===== src/rtl/assert_macros.svh =====
`ifndef ASSERT_MACROS_SVH
`define ASSERT_MACROS_SVH

// Property checked on every rising edge outside reset.
`define SGB_ASSERT(label, prop, msg) \
  label: assert property (@(posedge clk) disable iff (!rst_n) prop) else $error(msg);

// Condition that must never be true outside reset.
`define SGB_NEVER(label, cond, msg) \
  label: assert property (@(posedge clk) disable iff (!rst_n) !(cond)) else $error(msg);

`endif


===== src/rtl/sgb_pkg.sv =====
`default_nettype none
package sgb_pkg;

  localparam int PIX_W      = 8;
  localparam int COEF_W     = 8;
  localparam int CH_W       = 20;
  localparam int RS_W       = 3 * CH_W;
  localparam int SUM_W      = 12;
  localparam int SQ_W       = 24;
  localparam int ACC_W      = 32;
  localparam int CFG_IDX_W  = 3;
  localparam int CFG_DATA_W = 64;
  localparam int COEF_BITS  = 120;
  localparam int DBIT_W     = 3;

  localparam logic [PIX_W-1:0] PIX_MAX = 8'd255;

  localparam logic [CFG_IDX_W-1:0] REG_IMAGE_WIDTH  = 3'd0;
  localparam logic [CFG_IDX_W-1:0] REG_IMAGE_HEIGHT = 3'd1;
  localparam logic [CFG_IDX_W-1:0] REG_TAP_COUNT    = 3'd2;
  localparam logic [CFG_IDX_W-1:0] REG_COEFFS_LOW   = 3'd3;
  localparam logic [CFG_IDX_W-1:0] REG_COEFFS_HIGH  = 3'd4;

  typedef struct packed {
    logic capture;
    logic latch;
    logic sum_step;
    logic square;
    logic start_row;
    logic start_drain;
    logic tap_clr;
    logic h_step;
    logic h_write;
    logic v_start;
    logic v_addr;
    logic v_mac;
    logic div_init;
    logic div_step;
    logic out_load;
    logic next_col;
    logic advance;
  } sgb_cmd_t;

  typedef struct packed {
    logic at_frame_start;
    logic in_image;
    logic kind;
    logic range_empty;
    logic drain_emit;
    logic can_emit;
    logic col_last;
    logic tap_last;
    logic sum_last;
    logic div_last;
    logic emit_last;
    logic out_free;
  } sgb_stat_t;

endpackage
`default_nettype wire


===== src/rtl/sgb_ctrl.sv =====
`default_nettype none
module sgb_ctrl (
  input  logic              clk,
  input  logic              rst_n,
  input  logic              in_valid,
  output logic              in_ready,
  input  sgb_pkg::sgb_stat_t stat,
  output sgb_pkg::sgb_cmd_t  cmd
);

  localparam logic [3:0] S_IDLE   = 4'd0;
  localparam logic [3:0] S_SUM    = 4'd1;
  localparam logic [3:0] S_SQR    = 4'd2;
  localparam logic [3:0] S_DECIDE = 4'd3;
  localparam logic [3:0] S_HTAP   = 4'd4;
  localparam logic [3:0] S_HWR    = 4'd5;
  localparam logic [3:0] S_VADR   = 4'd6;
  localparam logic [3:0] S_VMAC   = 4'd7;
  localparam logic [3:0] S_DINIT  = 4'd8;
  localparam logic [3:0] S_DIV    = 4'd9;
  localparam logic [3:0] S_OUT    = 4'd10;
  localparam logic [3:0] S_ADV    = 4'd11;

  logic [3:0] state_r, state_nxt;

  always_ff @(posedge clk) begin
    if (!rst_n) begin
      state_r <= S_IDLE;
    end else begin
      state_r <= state_nxt;
    end
  end

  always_comb begin
    state_nxt = state_r;
    cmd       = '0;
    in_ready  = 1'b0;
    unique case (state_r)
      S_IDLE: begin
        in_ready = 1'b1;
        if (in_valid) begin
          cmd.capture = 1'b1;
          if (stat.at_frame_start) begin
            cmd.latch   = 1'b1;
            cmd.tap_clr = 1'b1;
            state_nxt   = S_SUM;
          end else begin
            state_nxt = S_DECIDE;
          end
        end
      end
      S_SUM: begin
        cmd.sum_step = 1'b1;
        if (stat.sum_last) begin
          state_nxt = S_SQR;
        end
      end
      S_SQR: begin
        cmd.square = 1'b1;
        state_nxt  = S_DECIDE;
      end
      S_DECIDE: begin
        if (stat.in_image) begin
          if (stat.kind) begin
            state_nxt = S_IDLE;
          end else begin
            cmd.start_row = 1'b1;
            cmd.tap_clr   = 1'b1;
            state_nxt     = stat.range_empty ? S_ADV : S_HTAP;
          end
        end else if (stat.drain_emit) begin
          cmd.start_drain = 1'b1;
          cmd.tap_clr     = 1'b1;
          state_nxt       = S_VADR;
        end else begin
          state_nxt = S_ADV;
        end
      end
      S_HTAP: begin
        cmd.h_step = 1'b1;
        if (stat.tap_last) begin
          state_nxt = S_HWR;
        end
      end
      S_HWR: begin
        cmd.h_write = 1'b1;
        if (stat.can_emit) begin
          cmd.v_start = 1'b1;
          cmd.tap_clr = 1'b1;
          state_nxt   = S_VADR;
        end else if (stat.col_last) begin
          state_nxt = S_ADV;
        end else begin
          cmd.next_col = 1'b1;
          cmd.tap_clr  = 1'b1;
          state_nxt    = S_HTAP;
        end
      end
      S_VADR: begin
        cmd.v_addr = 1'b1;
        state_nxt  = S_VMAC;
      end
      S_VMAC: begin
        cmd.v_mac = 1'b1;
        state_nxt = stat.tap_last ? S_DINIT : S_VADR;
      end
      S_DINIT: begin
        cmd.div_init = 1'b1;
        state_nxt    = S_DIV;
      end
      S_DIV: begin
        cmd.div_step = 1'b1;
        if (stat.div_last) begin
          state_nxt = S_OUT;
        end
      end
      S_OUT: begin
        if (stat.out_free) begin
          cmd.out_load = 1'b1;
          if (stat.emit_last) begin
            state_nxt = S_ADV;
          end else begin
            cmd.next_col = 1'b1;
            cmd.tap_clr  = 1'b1;
            state_nxt    = S_HTAP;
          end
        end
      end
      S_ADV: begin
        cmd.advance = 1'b1;
        state_nxt   = S_IDLE;
      end
      default: state_nxt = S_IDLE;
    endcase
  end

endmodule
`default_nettype wire


===== config.mk =====
export PLATFORM = sky130hd
export DESIGN_NAME = sgb_ctrl
export DESIGN_NICKNAME = d
export VERILOG_FILES = /design/src/rtl/assert_macros.svh /design/src/rtl/sgb_pkg.sv /design/src/rtl/sgb_ctrl.sv
export SDC_FILE = /design/constraint.sdc
export NUM_CORES = 1
export LEC_CHECK = 0
export ABC_CLOCK_PERIOD_IN_PS = 2300
export BUFFER_PORTS_ARGS = -buffer_cell sky130_fd_sc_hd__buf_4
export CELL_PAD_IN_SITES_DETAIL_PLACEMENT = 0
export CELL_PAD_IN_SITES_GLOBAL_PLACEMENT = 1
export CORE_ASPECT_RATIO = 1.2
export CORE_MARGIN = 1
export CORE_UTILIZATION = 29
export DETAILED_ROUTE_END_ITERATION = 8
export GPL_TIMING_DRIVEN = 0
export PLACE_DENSITY_LB_ADDON = 0.1
export RECOVER_POWER = 50
export REMOVE_ABC_BUFFERS = 1
export SLEW_MARGIN = 20
export SYNTH_ARGS = -nofsm -noshare
export SYNTH_HDL_FRONTEND = slang
export SYNTH_SLANG_ARGS = --single-unit

===== constraint.sdc =====
create_clock -name clk -period 2.3 [get_ports clk]
set_clock_uncertainty 0.2 [all_clocks]
set_input_delay 0.69 -clock clk [delete_from_list [all_inputs] [get_ports clk]]
set_output_delay 0.69 -clock clk [all_outputs]
set_load 0.01 [all_outputs]

==> impl_metrics.ini <==
[cts]
clockBufferDepth = 2
clock_latency_ns = 0.23
clkTransAtPathRegs_ns = 0.03
cts_root_buf = clkbuf_4
cts_tree = done
clkSinkCount = 4
cts_made_buffers = 3
htree_num_levels = 1
hold_buffers = 0

[worst_hold_path]
worstHoldStart = rst_n
min_delay_path_depth = 3
hold_end = state_r[3]
hold_class = input port to flip-flop

[layout]
drive_gt1_share_pct = 51.5
mostFrequentLayoutCell = buf_4
area_delta_synth_final_pct = 67.6
final_nets = 151
n_antenna_cell = 0
final_cell_mix = 44 x buf_4, 12 x nor2_1, 10 x nand2_1, 5 x a21oi_1
largest_register_ffs = 4
fillerInstances = 209
largest-register = state_r
reg_top3 = state_r (4)

[worst_setup_path]
r2r-start = state_r[0]
crit_chain = buf_6 -> nand2b_4 -> nor4_4 -> a21o_1 -> nor2_1 -> nand3_1 -> buf_4
r2r_cells = 6
worstReg2RegEnd = state_r[0]
end_kind = primary output
cp.required_ns = 1.41
crit_slowest_cell = nor4_4
ff2ff_setup_slack_ns = 0.37
critical_path.max_fanout = 2
startpoint = stat[10]
crit_arrival_ns = 1.57
max_stage_delay_ns = 0.25
critPathLaunchType = input port
path_class = input port to primary output

[sta]
slew_headroom_pct = 67.4
period_minus_slack_ns = 2.46
finalCritPeriodShare_pct = 107
rsz0062_at_grt = yes
finalSetupViolations = 3
setup_slack_ns = -0.156
setup_tns_ns = -0.180
maxSlewViolCount = 0
fmax_mhz = 407
hold_viol = 0
worst_pin_slew_ns = 0.490

[die]
core_area_um2 = 1910
die_h_um = 52.4
dieArea_um2 = 2310
fp.dieW_um = 44.0
start_util_pct = 32.1
io_pins = 33
num_rows = 17

[routing]
drt_iter0_drc = 22
ant_nets = 0
vias_per_cell = 5.18
wl_per_cell_um = 13.1
wl_um = 2000
vias = 792
drc = 1
dr.pass1.iters = 8

[synthesis]
ys_async_sr_fraction_pct = 0
syn_area_um2 = 614
ys_seq_area_share_pct = 13.0
yosys_warnings = 0
synth_flop_cell = dfxtp_1
ys_seq_elements = 4
synth_cell_type_count = 41
synth-edff-count = 0
netlist_instances = 89
synth_area_per_cell_um2 = 6.90

[power]
peakVddDrop_v = 0.000432
p_leak_nw = 0.495
power.density_nw_per_um2 = 773

[global_routing]
grt_overflow_total = 0
antenna_found_initial = 0
grt_pass1_wl_um = 3040
grt_max_degree = 13
grt_pass1_vias = 699
grtUsageTotal_pct = 17.3

[place]
hpwl_um = 1380
place_worst_setup_slack_ns = -0.330
portBuffers = 32
place.gp.congestion = 0.777

[status]
violations = DRC, setup timing
status = finished with violations

[flow_run]
maxCapViolCount = 0
stage by stage:
stage / cells / hold slack [ns] / power [mW] / utilization, % / instance area, µm²
2_1_floorplan: 84 / 0.413 / 0.408 / - / 568
3_3_place_gp: 135 / 0.531 / 0.570 / 43.5 / 832
4_1_cts: 150 / 0.519 / 0.764 / 52.0 / 995
3_5_place_dp: 135 / 0.553 / 0.569 / 43.5 / 832
6_report: 153 / 0.514 / 0.796 / 53.8 / 1030
5_1_grt: 153 / 0.518 / 0.853 / 53.8 / 1030
worst max-delay path: cells and delay by family:
| family | cells | cell delay, ns |
|---|---|---|
| AOI/OAI and AO/OA | 1 | 0.15 |
| and+or+nand+nor | 4 | 0.51 |
| buffers and inverters | 2 | 0.21 |
cells in the mapped netlist (2+ instances only):
cell / number / area (µm²)
a21oi_1: 5 / 25.0
and2_1: 2 / 12.5
buf_6: 3 / 33.8
dfxtp_1: 4 / 80.1
inv_1: 5 / 18.8
nand2_1: 10 / 37.5
nand2b_1: 5 / 31.3
nand3_1: 2 / 10.0
nor2_1: 12 / 45.0
nor2_2: 2 / 12.5
nor3_1: 4 / 20.0
o21ai_0: 3 / 15.0
o22ai_1: 2 / 12.5
o31ai_1: 2 / 15.0
or2b_2: 2 / 17.5
logic make-up after synthesis:
logic type / synth area share [%]
multiplexers: 1.63
AND/OR/NAND/NOR: 47.5
flip-flops: 13.0
AO/OA/AOI/OAI: 27.3
buffers and inverters: 10.6
worst max path at each step:
stage / to / slack [ns]
2_1_floorplan: cmd[10] / -0.15
3_3_place_gp: cmd[10] / -0.31
3_5_place_dp: cmd[10] / -0.33
4_1_cts: cmd[10] / -0.11
5_1_grt: cmd[10] / -0.20
6_report: cmd[10] / -0.16
final cells by class:
cell class	instances	area, µm²	area share [%]
Multi-Input combinational cell	75	504	49.0
Sequential cell	4	92.6	8.99
Inverter	5	22.5	2.19
Timing Repair Buffer	47	364	35.4
Tap cell	19	23.8	2.31
Clock buffer	3	22.5	2.19
repair_timing:
action	4_1_cts	5_1_grt
setup endpoints to repair	15	9
setup buffers	12	3
gates resized for setup	14	8
pin swaps	3	3
power by group:
group | switching [mW] | total (mW) | internal, mW
registers | 0.0587 | 0.159 | 0.0999
clock network | 0.0257 | 0.0838 | 0.0581
logic | 0.266 | 0.554 | 0.287
total | 0.351 | 0.796 | 0.445
metal layers:
metal	GRT usage, %	vias up	share of wire, %
li1	-	409	-
met1	20.7	354	43
met2	32.8	29	50
met3	3.79	0	6.4
met4	0	0	0
met5	0	-	0
(Power assumes the default switching activity.)
